[config.mk]
export PLATFORM = sky130hd
export DESIGN_NAME = three_axis_moving_average_unit
export DESIGN_NICKNAME = d
export VERILOG_FILES = /design/src/hw/rtl/tama_pkg.sv /design/src/hw/rtl/tama_cmd_fifo.sv /design/src/hw/rtl/tama_front.sv /design/src/hw/rtl/tama_back.sv /design/src/hw/rtl/three_axis_moving_average_unit.sv
export SDC_FILE = /design/constraint.sdc
export NUM_CORES = 1
export LEC_CHECK = 0
export BUFFER_PORTS_ARGS = -buffer_cell sky130_fd_sc_hd__buf_2
export CAP_MARGIN = 20
export CORE_ASPECT_RATIO = 1.4
export CORE_UTILIZATION = 45
export CTS_CLUSTER_DIAMETER = 50
export DETAILED_ROUTE_END_ITERATION = 10
export GPL_TIMING_DRIVEN = 1
export PLACE_DENSITY = 0.69
export SETUP_SLACK_MARGIN = 0.3
export SLEW_MARGIN = 20
export SYNTH_ARGS = -nofsm -noshare
export SYNTH_HDL_FRONTEND = slang
export SYNTH_HIERARCHICAL = 1
export SYNTH_SLANG_ARGS = --single-unit
[constraint.sdc]
create_clock -name clk_i -period 4.84 [get_ports clk_i]
set_clock_uncertainty 0.15 [all_clocks]
set_input_delay 0.968 -clock clk_i [delete_from_list [all_inputs] [get_ports clk_i]]
set_output_delay 0.968 -clock clk_i [all_outputs]
set_load 0.1 [all_outputs]
[src/hw/rtl/tama_pkg.sv]
// ----------------------------------------------------------------------------
// tama_pkg
// Shared types, constants and helpers of the three-axis moving average unit.
// ----------------------------------------------------------------------------
package tama_pkg;

  localparam int unsigned NUM_AXES       = 3;
  localparam int unsigned WINDOW_MAX_DEF = 32;
  localparam int unsigned SAMPLE_W       = 6;
  localparam int unsigned DEPTH_W        = 6;
  localparam int unsigned CMD_DEPTH      = 2;
  localparam int unsigned CENTER         = 32;

  localparam logic signed [SAMPLE_W:0] CENTER_S = (SAMPLE_W+1)'(CENTER);
  localparam logic [7:0]               OFFSET   = 8'd128;

  typedef struct packed {
    logic [7:0] x_byte;
    logic [7:0] y_byte;
    logic [7:0] z_byte;
  } in_t;

  typedef struct packed {
    logic [7:0] x_average;
    logic [7:0] y_average;
    logic [7:0] z_average;
    logic       average_valid;
    logic [7:0] sample_count;
  } out_t;

  // Work item handed from the front to the back. Lane 0 is x, 1 is y, 2 is z.
  typedef struct packed {
    logic                               bypass;
    logic [NUM_AXES-1:0][SAMPLE_W-1:0]  sample;
    logic [DEPTH_W-1:0]                 shift_depth;
    logic [DEPTH_W-1:0]                 avg_depth;
    logic [7:0]                         count;
  } cmd_t;

  // Stored entry (0..63) to its signed value (-32..31).
  function automatic logic signed [SAMPLE_W:0] centered(logic [SAMPLE_W-1:0] v);
    return signed'({1'b0, v}) - CENTER_S;
  endfunction

endpackage

[src/hw/rtl/tama_cmd_fifo.sv]
// ----------------------------------------------------------------------------
// tama_cmd_fifo
// Short queue of work items between the front and the back.
// ----------------------------------------------------------------------------
module tama_cmd_fifo import tama_pkg::*; (
  input  logic clk_i,
  input  logic rst_ni,
  input  logic push_i,
  input  cmd_t data_i,
  output logic full_o,
  input  logic pop_i,
  output logic empty_o,
  output cmd_t data_o
);

  localparam int unsigned PW = (CMD_DEPTH > 1) ? $clog2(CMD_DEPTH) : 1;
  localparam int unsigned NW = $clog2(CMD_DEPTH + 1);

  cmd_t          entry_q [CMD_DEPTH];
  logic [PW-1:0] wr_ptr_q, rd_ptr_q;
  logic [NW-1:0] fill_q;
  logic          do_push, do_pop;

  assign full_o  = (fill_q == NW'(CMD_DEPTH));
  assign empty_o = (fill_q == '0);
  assign data_o  = entry_q[rd_ptr_q];
  assign do_push = push_i && !full_o;
  assign do_pop  = pop_i && !empty_o;

  always_ff @(posedge clk_i) begin
    if (do_push) begin
      entry_q[wr_ptr_q] <= data_i;
    end
  end

  always_ff @(posedge clk_i or negedge rst_ni) begin
    if (!rst_ni) begin
      wr_ptr_q <= '0;
      rd_ptr_q <= '0;
      fill_q   <= '0;
    end else begin
      if (do_push) begin
        wr_ptr_q <= (wr_ptr_q == PW'(CMD_DEPTH - 1)) ? '0 : wr_ptr_q + PW'(1);
      end
      if (do_pop) begin
        rd_ptr_q <= (rd_ptr_q == PW'(CMD_DEPTH - 1)) ? '0 : rd_ptr_q + PW'(1);
      end
      if (do_push && !do_pop) begin
        fill_q <= fill_q + NW'(1);
      end else if (do_pop && !do_push) begin
        fill_q <= fill_q - NW'(1);
      end
    end
  end

endmodule

[src/hw/rtl/tama_front.sv]
// ----------------------------------------------------------------------------
// tama_front
// Holds the window register, fill level and sample counter; turns each
// accepted sample into a work item for the back end.
// ----------------------------------------------------------------------------
module tama_front import tama_pkg::*; #(
  parameter int unsigned WINDOW_MAX = WINDOW_MAX_DEF
) (
  input  logic               clk_i,
  input  logic               rst_ni,
  input  logic               cfg_we_i,
  input  logic [DEPTH_W-1:0] cfg_wdata_i,
  input  logic               push_i,
  input  in_t                in_data_i,
  input  logic               q_full_i,
  output logic               q_push_o,
  output cmd_t               cmd_o
);

  logic [DEPTH_W-1:0] window_q;
  logic [DEPTH_W-1:0] fill_q;
  logic [7:0]         count_q;
  logic [DEPTH_W-1:0] depth;
  logic               ramp;

  // Clamp the window to the buffer size.
  assign depth = (window_q > DEPTH_W'(WINDOW_MAX)) ? DEPTH_W'(WINDOW_MAX) : window_q;
  assign ramp  = (fill_q < depth);

  always_comb begin
    cmd_o.bypass      = (window_q == '0);
    cmd_o.sample[0]   = in_data_i.x_byte[7:2];
    cmd_o.sample[1]   = in_data_i.y_byte[7:2];
    cmd_o.sample[2]   = in_data_i.z_byte[7:2];
    cmd_o.shift_depth = depth;
    cmd_o.avg_depth   = ramp ? fill_q + DEPTH_W'(1) : depth;
    cmd_o.count       = count_q + 8'd1;
  end

  assign q_push_o = push_i && !q_full_i;

  always_ff @(posedge clk_i or negedge rst_ni) begin
    if (!rst_ni) begin
      window_q <= '0;
      fill_q   <= '0;
      count_q  <= '0;
    end else begin
      if (cfg_we_i) begin
        window_q <= cfg_wdata_i;
      end
      if (q_push_o) begin
        count_q <= count_q + 8'd1;
        if (!cmd_o.bypass && ramp) begin
          fill_q <= fill_q + DEPTH_W'(1);
        end
      end
    end
  end

endmodule

[src/hw/rtl/tama_back.sv]
// ----------------------------------------------------------------------------
// tama_back
// Unless the window is zero, shifts the history memory one entry per cycle while summing the window,
// then divides the three sums in parallel and registers the result.
// ----------------------------------------------------------------------------
module tama_back import tama_pkg::*; #(
  parameter int unsigned WINDOW_MAX = WINDOW_MAX_DEF
) (
  input  logic clk_i,
  input  logic rst_ni,
  input  cmd_t cmd_i,
  input  logic cmd_empty_i,
  output logic cmd_pop_o,
  input  logic pop_i,
  output logic empty_o,
  output out_t out_data_o
);

  localparam int unsigned AW = (WINDOW_MAX > 1) ? $clog2(WINDOW_MAX) : 1;
  localparam int unsigned SW = $clog2(CENTER * WINDOW_MAX + 1) + 1;
  localparam int unsigned MW = SW + 1;
  localparam int unsigned CW = $clog2(MW);
  localparam int unsigned WW = NUM_AXES * SAMPLE_W;

  typedef enum logic [2:0] {
    S_IDLE,
    S_WALK,
    S_FLUSH,
    S_PUT,
    S_DIV,
    S_RES
  } state_e;

  state_e                   state_q;
  cmd_t                     cur_q;
  logic [AW-1:0]            src_q;
  logic                     pend_q;
  logic [AW-1:0]            pend_addr_q;
  logic [WINDOW_MAX-1:0]    vld_q;
  logic signed [SW-1:0]     sum_q [NUM_AXES];
  logic [NUM_AXES-1:0]      neg_q;
  logic [MW-1:0]            quo_q [NUM_AXES];
  logic [DEPTH_W-1:0]       rem_q [NUM_AXES];
  logic [CW-1:0]            cnt_q;
  out_t                     out_q;
  logic                     out_vld_q;

  logic [WW-1:0]            mem_q [WINDOW_MAX];
  logic [WW-1:0]            rdata_q;
  logic                     rd_vld_q;

  logic                     rd_en, wr_en, acc_en;
  logic [AW-1:0]            wr_addr;
  logic [WW-1:0]            old_word, wr_data;
  logic [SW-1:0]            abs_sum [NUM_AXES];
  logic [MW-1:0]            mag [NUM_AXES];
  logic [DEPTH_W:0]         shifted [NUM_AXES];
  logic [NUM_AXES-1:0]      ge;
  logic [DEPTH_W-1:0]       rem_next [NUM_AXES];
  logic [7:0]               avg8 [NUM_AXES];

  assign cmd_pop_o   = (state_q == S_IDLE) && !cmd_empty_i;
  assign empty_o     = !out_vld_q;
  assign out_data_o  = out_q;

  // Entries never written read as zero.
  assign old_word = rd_vld_q ? rdata_q : '0;
  assign rd_en    = (state_q == S_WALK);
  assign wr_en    = pend_q || (state_q == S_PUT);
  assign wr_addr  = pend_q ? pend_addr_q + AW'(1) : '0;
  assign wr_data  = pend_q ? old_word : cur_q.sample;
  // Moved entry lands inside the averaging span.
  assign acc_en   = pend_q && (DEPTH_W'(pend_addr_q) < cur_q.avg_depth - DEPTH_W'(1));

  always_comb begin
    for (int a = 0; a < NUM_AXES; a++) begin
      abs_sum[a]  = sum_q[a][SW-1] ? SW'(-sum_q[a]) : SW'(sum_q[a]);
      mag[a]      = {abs_sum[a][SW-2:0], 2'b00};
      shifted[a]  = {rem_q[a], quo_q[a][MW-1]};
      ge[a]       = (shifted[a] >= {1'b0, cur_q.avg_depth});
      rem_next[a] = ge[a] ? DEPTH_W'(shifted[a] - {1'b0, cur_q.avg_depth})
                          : DEPTH_W'(shifted[a]);
      avg8[a]     = (neg_q[a] ? 8'd0 - quo_q[a][7:0] : quo_q[a][7:0]) + OFFSET;
    end
  end

  always_ff @(posedge clk_i) begin
    if (wr_en) begin
      mem_q[wr_addr] <= wr_data;
    end
    if (rd_en) begin
      rdata_q  <= mem_q[src_q];
      rd_vld_q <= vld_q[src_q];
    end
  end

  always_ff @(posedge clk_i or negedge rst_ni) begin
    if (!rst_ni) begin
      state_q     <= S_IDLE;
      pend_q      <= 1'b0;
      pend_addr_q <= '0;
      src_q       <= '0;
      vld_q       <= '0;
      cnt_q       <= '0;
      out_vld_q   <= 1'b0;
    end else begin
      if (pop_i && out_vld_q) begin
        out_vld_q <= 1'b0;
      end
      if (wr_en) begin
        vld_q[wr_addr] <= 1'b1;
      end
      if (acc_en) begin
        for (int a = 0; a < NUM_AXES; a++) begin
          sum_q[a] <= sum_q[a] + SW'(centered(old_word[a*SAMPLE_W +: SAMPLE_W]));
        end
      end
      case (state_q)
        S_IDLE: begin
          if (!cmd_empty_i) begin
            cur_q <= cmd_i;
            if (cmd_i.bypass) begin
              state_q <= S_RES;
            end else begin
              // Start each sum with the incoming sample.
              for (int a = 0; a < NUM_AXES; a++) begin
                sum_q[a] <= SW'(centered(cmd_i.sample[a]));
              end
              if (cmd_i.shift_depth > DEPTH_W'(1)) begin
                src_q   <= AW'(cmd_i.shift_depth - DEPTH_W'(2));
                state_q <= S_WALK;
              end else begin
                state_q <= S_PUT;
              end
            end
          end
        end
        S_WALK: begin
          pend_q      <= 1'b1;
          pend_addr_q <= src_q;
          if (src_q == '0) begin
            state_q <= S_FLUSH;
          end else begin
            src_q <= src_q - AW'(1);
          end
        end
        S_FLUSH: begin
          pend_q  <= 1'b0;
          state_q <= S_PUT;
        end
        S_PUT: begin
          for (int a = 0; a < NUM_AXES; a++) begin
            neg_q[a] <= sum_q[a][SW-1];
            quo_q[a] <= mag[a];
            rem_q[a] <= '0;
          end
          cnt_q   <= CW'(MW - 1);
          state_q <= S_DIV;
        end
        S_DIV: begin
          for (int a = 0; a < NUM_AXES; a++) begin
            rem_q[a] <= rem_next[a];
            quo_q[a] <= {quo_q[a][MW-2:0], ge[a]};
          end
          if (cnt_q == '0) begin
            state_q <= S_RES;
          end else begin
            cnt_q <= cnt_q - CW'(1);
          end
        end
        S_RES: begin
          // Hold until the result register is free.
          if (!out_vld_q) begin
            out_q.x_average     <= cur_q.bypass ? 8'd0 : avg8[0];
            out_q.y_average     <= cur_q.bypass ? 8'd0 : avg8[1];
            out_q.z_average     <= cur_q.bypass ? 8'd0 : avg8[2];
            out_q.average_valid <= !cur_q.bypass;
            out_q.sample_count  <= cur_q.count;
            out_vld_q           <= 1'b1;
            state_q             <= S_IDLE;
          end
        end
        default: begin
          state_q <= S_IDLE;
        end
      endcase
    end
  end

  a_pend_in_walk: assert property (@(posedge clk_i) disable iff (!rst_ni)
    pend_q |-> (state_q == S_WALK || state_q == S_FLUSH))
    else $error("pending history write outside the shift walk");

  a_walk_not_bypass: assert property (@(posedge clk_i) disable iff (!rst_ni)
    (state_q == S_WALK || state_q == S_FLUSH) |-> !cur_q.bypass)
    else $error("history shifted for a zero-window transaction");

  a_div_ends: assert property (@(posedge clk_i) disable iff (!rst_ni)
    (state_q == S_DIV && cnt_q == '0) |=> state_q == S_RES)
    else $error("divider did not finish on its last step");

  a_res_loads: assert property (@(posedge clk_i) disable iff (!rst_ni)
    (state_q == S_RES && !out_vld_q) |=> (out_vld_q && state_q == S_IDLE))
    else $error("result not registered from a free result slot");

endmodule

[src/hw/rtl/three_axis_moving_average_unit.sv]
// ----------------------------------------------------------------------------
// three_axis_moving_average_unit
// Boxcar moving average over three accelerometer axes with a queue interface.
// ----------------------------------------------------------------------------
// Each pushed transaction carries three axis high bytes; each popped one
// carries the per-axis mean times four plus 128, a valid flag and a wrapping
// sample count. The window register (0 disables filtering) is clamped to
// WINDOW_MAX. A sample with a zero window skips the walk and the divider.
// For a filtered sample, the history memory has one read and one write
// port, so the shift-and-sum walk moves one entry per cycle, and the
// restoring divider then retires one quotient bit per cycle over
// MW = clog2(32*WINDOW_MAX+1)+2 bits (13 at the default of 32). A two-entry
// queue lets new samples be pushed while the back end works and while a
// result waits to be popped.
// History entries start at their reset value through per-entry valid bits,
// so no clearing pass follows reset.
module three_axis_moving_average_unit import tama_pkg::*; #(
  parameter int unsigned WINDOW_MAX = WINDOW_MAX_DEF
) (
  input  logic               clk_i,
  input  logic               rst_ni,
  input  logic               cfg_we_i,
  input  logic [DEPTH_W-1:0] cfg_wdata_i,
  input  logic               push,
  input  in_t                in_data_i,
  output logic               full,
  output logic               empty,
  input  logic               pop,
  output out_t               out_data_o
);

  cmd_t front_cmd, queue_cmd;
  logic q_push, q_full, q_pop, q_empty;

  assign full = q_full;

  tama_front #(
    .WINDOW_MAX (WINDOW_MAX)
  ) u_front (
    .clk_i       (clk_i),
    .rst_ni      (rst_ni),
    .cfg_we_i    (cfg_we_i),
    .cfg_wdata_i (cfg_wdata_i),
    .push_i      (push),
    .in_data_i   (in_data_i),
    .q_full_i    (q_full),
    .q_push_o    (q_push),
    .cmd_o       (front_cmd)
  );

  tama_cmd_fifo u_cmd_fifo (
    .clk_i   (clk_i),
    .rst_ni  (rst_ni),
    .push_i  (q_push),
    .data_i  (front_cmd),
    .full_o  (q_full),
    .pop_i   (q_pop),
    .empty_o (q_empty),
    .data_o  (queue_cmd)
  );

  tama_back #(
    .WINDOW_MAX (WINDOW_MAX)
  ) u_back (
    .clk_i       (clk_i),
    .rst_ni      (rst_ni),
    .cmd_i       (queue_cmd),
    .cmd_empty_i (q_empty),
    .cmd_pop_o   (q_pop),
    .pop_i       (pop),
    .empty_o     (empty),
    .out_data_o  (out_data_o)
  );

endmodule

==> results.py <==
metrics = {
    "floorplanning": {
        "die_area_um2": 88200,
        "rows": 127,
        "fp.dieH_um": 351,
        "core_um2": 86000,
        "io_pins": 70,
        "start_util_pct": 45.5,
        "die_w_um": 251,
    },
    "routing": {
        "routed_via_density": 5.71,
        "ant_nets": 0,
        "drt_pass1_iterations": 7,
        "wl_um": 83700,
        "dr_total_vias": 20700,
        "drt_iter0_markers": 1877,
        "drc_errors": 0,
        "wl_per_cell_um": 23.0,
    },
    "finish": {
        "fillCellCount": 6812,
        "antennaDiodeCount": 0,
        "stdcell_area_um2": 43800,
        "area.growth.synth_to_final_pct": 11.9,
        "multi_input_area_um2": 11600,
        "drive_above_1_share_pct": 23.2,
        "final_nets": 2521,
        "regArea_um2": 27000,
        "finalNonFillerCells": 3634,
    },
    "timing": {
        "setup_viol_count_final": 0,
        "final-hold-violation-count": 0,
        "tightest_slew_ns": 1.06,
        "min_period_over_period_pct": 71.7,
        "slew-limit-headroom_pct": 28.7,
        "period_minus_slack_ns": 3.47,
        "fmax_mhz": 288,
        "whs_ns": 0.0697,
        "slew_violations": 0,
        "rsz0062_at_grt": "false",
        "finalSetupTns_ns": 0,
    },
    "clock_tree": {
        "clk_pin_slew_ns": 0.06,
        "ctsResizeCount": 0,
        "clock_latency_ns": 0.65,
        "clockRootBuffer": "clkbuf_16",
        "cts_tree": "built",
        "cts_htree_levels": 3,
        "ctsHoldBuffers": 0,
        "clock-sinks": 910,
        "post-cts-setup-buffer-count": 0,
        "cts_buffers": 83,
        "cts_buffer_depth": 3,
    },
    "setup_path": {
        "critPathMaxFanout": 36,
        "critPathKind": "reg -> reg",
        "worst_ep_required_time_ns": 4.94,
        "crit_chain": "inv_1 -> ha_1 -> ha_1 -> o21a_1 -> o21ai_0 -> a21oi_1 -> o21ai_0 -> a31o_2",
        "crit_slowest_cell": "a31o_2",
        "cpPeakStageDelay_ns": 0.89,
        "critPathArrivalTime_ns": 3.57,
        "cpLargestDelayFamily": "compound AO/OA/AOI/OAI gates",
        "startpoint_type": "flip-flop",
        "cp-end-kind": "flip-flop",
        "crit_buf_inv": 1,
    },
    "power_and_ir_drop": {
        "p_sw_share_pct": 33.9,
        "p_clk_share_pct": 22.4,
        "p_per_area_nw_per_um2": 696,
        "pwr-share-seq_pct": 42.7,
        "comb_power_share_pct": 34.9,
        "cell_internal_pwr_mw": 20.2,
        "peakVddDrop_v": 0.000398,
        "power_leakage_nw": 14.8,
        "p_switching_mw": 10.3,
        "total_power_mw": 30.5,
    },
    "run_status": {
        "status": "complete, no violations",
    },
    "placed_design": {
        "dp.cells": 3480,
        "gp_congestion": 0.867,
        "place_area_um2": 40900,
        "dp_hpwl_um": 52800,
        "io_buffers": 63,
    },
    "synthesis": {
        "syn_inst": 2323,
        "synth_simple_gate_area_share_pct": 5.81,
        "synth_cell_type_count": 71,
        "seq_area_frac_synth_pct": 68.9,
        "synth_fa_ha_area_share_pct": 2.70,
        "syn-cell-area_um2": 39100,
        "synthFlopType": "edfxtp_1",
        "syn-num-nets": 2439,
        "synth_top_family_by_area": "multiplexers",
        "synth-xor-area-share_pct": 2.33,
        "synth_compound_area_share_pct": 5.07,
        "synth_edf_count": 835,
        "synthTopCellsByArea": "edfxtp_1 (64%), mux4_2 (11%), dfrtp_1 (4.8%), ha_1 (2.4%), mux2_2 (2.1%)",
        "postSynth.asyncResetShare_pct": 8.24,
        "synth.area.mux_share_pct": 13.3,
        "ys_ff_latch": 910,
        "yosysTopAreaCell": "edfxtp_1",
        "yosysWarnings": 6,
        "synth.avg_cell_area_um2": 16.8,
        "synth_top_area_share_pct": 64.1,
    },
    "flow_run": {
        "maxCapViolCount": 0,
    },
    "global_route": {
        "grt_pass1_wl_um": 128000,
        "grt_pass1_vias": 21200,
        "grt_max_degree": 69,
        "track_usage_pct": 19.3,
        "overflow": 0,
        "antenna_found_initial": 0,
    },
    "min_path": {
        "hp-class": "in -> async",
    },
}
layout by cell type, fill, tap and decap left out, types with 13 or more instances in the layout:
master	count
edfxtp_1	835
mux4_2	190
nand2_1	164
o21ai_0	98
clkbuf_16	85
nor2_1	80
ha_1	75
mux2_2	72
dfrtp_1	69
buf_2	62
xor2_1	60
inv_1	53
a21oi_1	53
nand3_1	46
buf_4	45
xnor2_1	44
o31ai_1	25
nor3_1	24
o21bai_1	22
clkbuf_1	20
and2_1	19
nor2_2	18
nor2_4	18
o21a_1	17
or2_2	17
nor2b_1	15
a211oi_1	14
bufinv_16	13
nand2b_1	13
area by class of cell:
type                       instances  area share [%]
inverter                          57           0.489
sequential                       910            61.6
clock inverter                    46            1.36
timing repair buffer             110            1.63
multi-input combinational       1243            26.5
clock buffer                     107            5.09
tap                             1161            3.32
sequential cells by signal, indices dropped and copies added, names as in the netlist, 2 cells and up:
register and cells:
u_back/state_q 3, u_back/rdata_q 18, u_back/out_data_o 33, u_back/sum_q 36, u_back/pend_addr_q 5, u_front/fill_q 6
u_back/mem_q 576, u_back/rem_q 18, u_back/quo_q 39, u_front/count_q 8, u_cmd_fifo/entry_q 78, u_back/src_q 5
u_cmd_fifo/fill_q 2, u_back/cnt_q 4, u_back/cur_q 33, u_back/vld_q 32, u_front/window_q 6, u_back/neg_q 3
cell usage after synthesis (all sizes together), types with 6 or more instances:
library cell / count
nor3: 28
ha: 75
o21ai: 108
nand2: 164
a211oi: 14
and3: 11
fa: 6
nand3: 46
o31a: 6
mux2i: 8
a21o: 10
buf: 49
inv: 55
and2: 20
nand3b: 6
nand2b: 13
a31o: 6
o21bai: 22
dfrtp: 75
or2: 17
o21a: 17
xor2: 60
a21oi: 53
a211o: 6
xnor2: 44
edfxtp: 835
mux2: 74
o211ai: 7
or3: 12
nor4: 8
clkbuf: 64
o31ai: 25
nor2: 116
mux4: 190
nor2b: 16
layer usage:
| metal | global-route usage [%] | vias to the layer above | routed length, µm |
|---|---|---|---|
| met1 | 23.5 | 10700 | 32500 |
| met5 | 0 | - | 0 |
| met3 | 2.69 | 138 | 4470 |
| met4 | 6.35 | 0 | 2080 |
| met2 | 35.2 | 699 | 44600 |
| li1 | - | 9251 | - |
cell families (layout without fill, tap and decap cells):
logic type	count (synthesis)	count (layout)
simple gates	478	478
xor+xnor	104	104
flops	910	910
mux	272	272
fa+ha+maj	81	81
compound gates	308	308
buf+inv	170	320
worst paths after layout:
check | from | to | slack (ns) | cells after the start
hold reg to reg | u_back/cur_q[3] | u_back/out_data_o[3] | 0.27 | 0
setup reg to reg | u_back/cur_q[9] | u_back/sum_q[0][18] | 1.37 | 8
max in group asynchronous | rst_ni | u_back/src_q[2] | 3.31 | 2
min in group clk_i | u_back/cur_q[3] | u_back/out_data_o[3] | 0.27 | 0
setup / recovery | u_back/cur_q[9] | u_back/sum_q[0][18] | 1.37 | 8
hold / removal | rst_ni | u_back/pend_addr_q[4] | 0.07 | 1
worst register-to-register path: cells and delay by family (launching register included):
kind / cells / cell delay, ns
compound gates: 5 / 1.55
fa+ha+maj: 2 / 0.59
flops: 1 / 0.55
buf+inv: 1 / 0.20
through the flow:
step | utilization [%] | setup slack [ns]
finish | 50.9 | 1.37
CTS | 50.9 | 1.37
global route | 50.9 | 1.17
floorplan | - | 0.751
detailed placement | 47.6 | 1.42
global placement | 47.6 | 1.36
power groups by stage:
stage	Clock (mW)	Combinational (mW)	Sequential [mW]
detailed placement	0	10.6	13.2
floorplan	0	7.82	12.7
finish	6.84	10.6	13.0
global placement	0	10.3	13.1
global route	7.24	11.5	13.2
CTS	6.97	10.7	13.0
(Power assumes the default switching activity.)
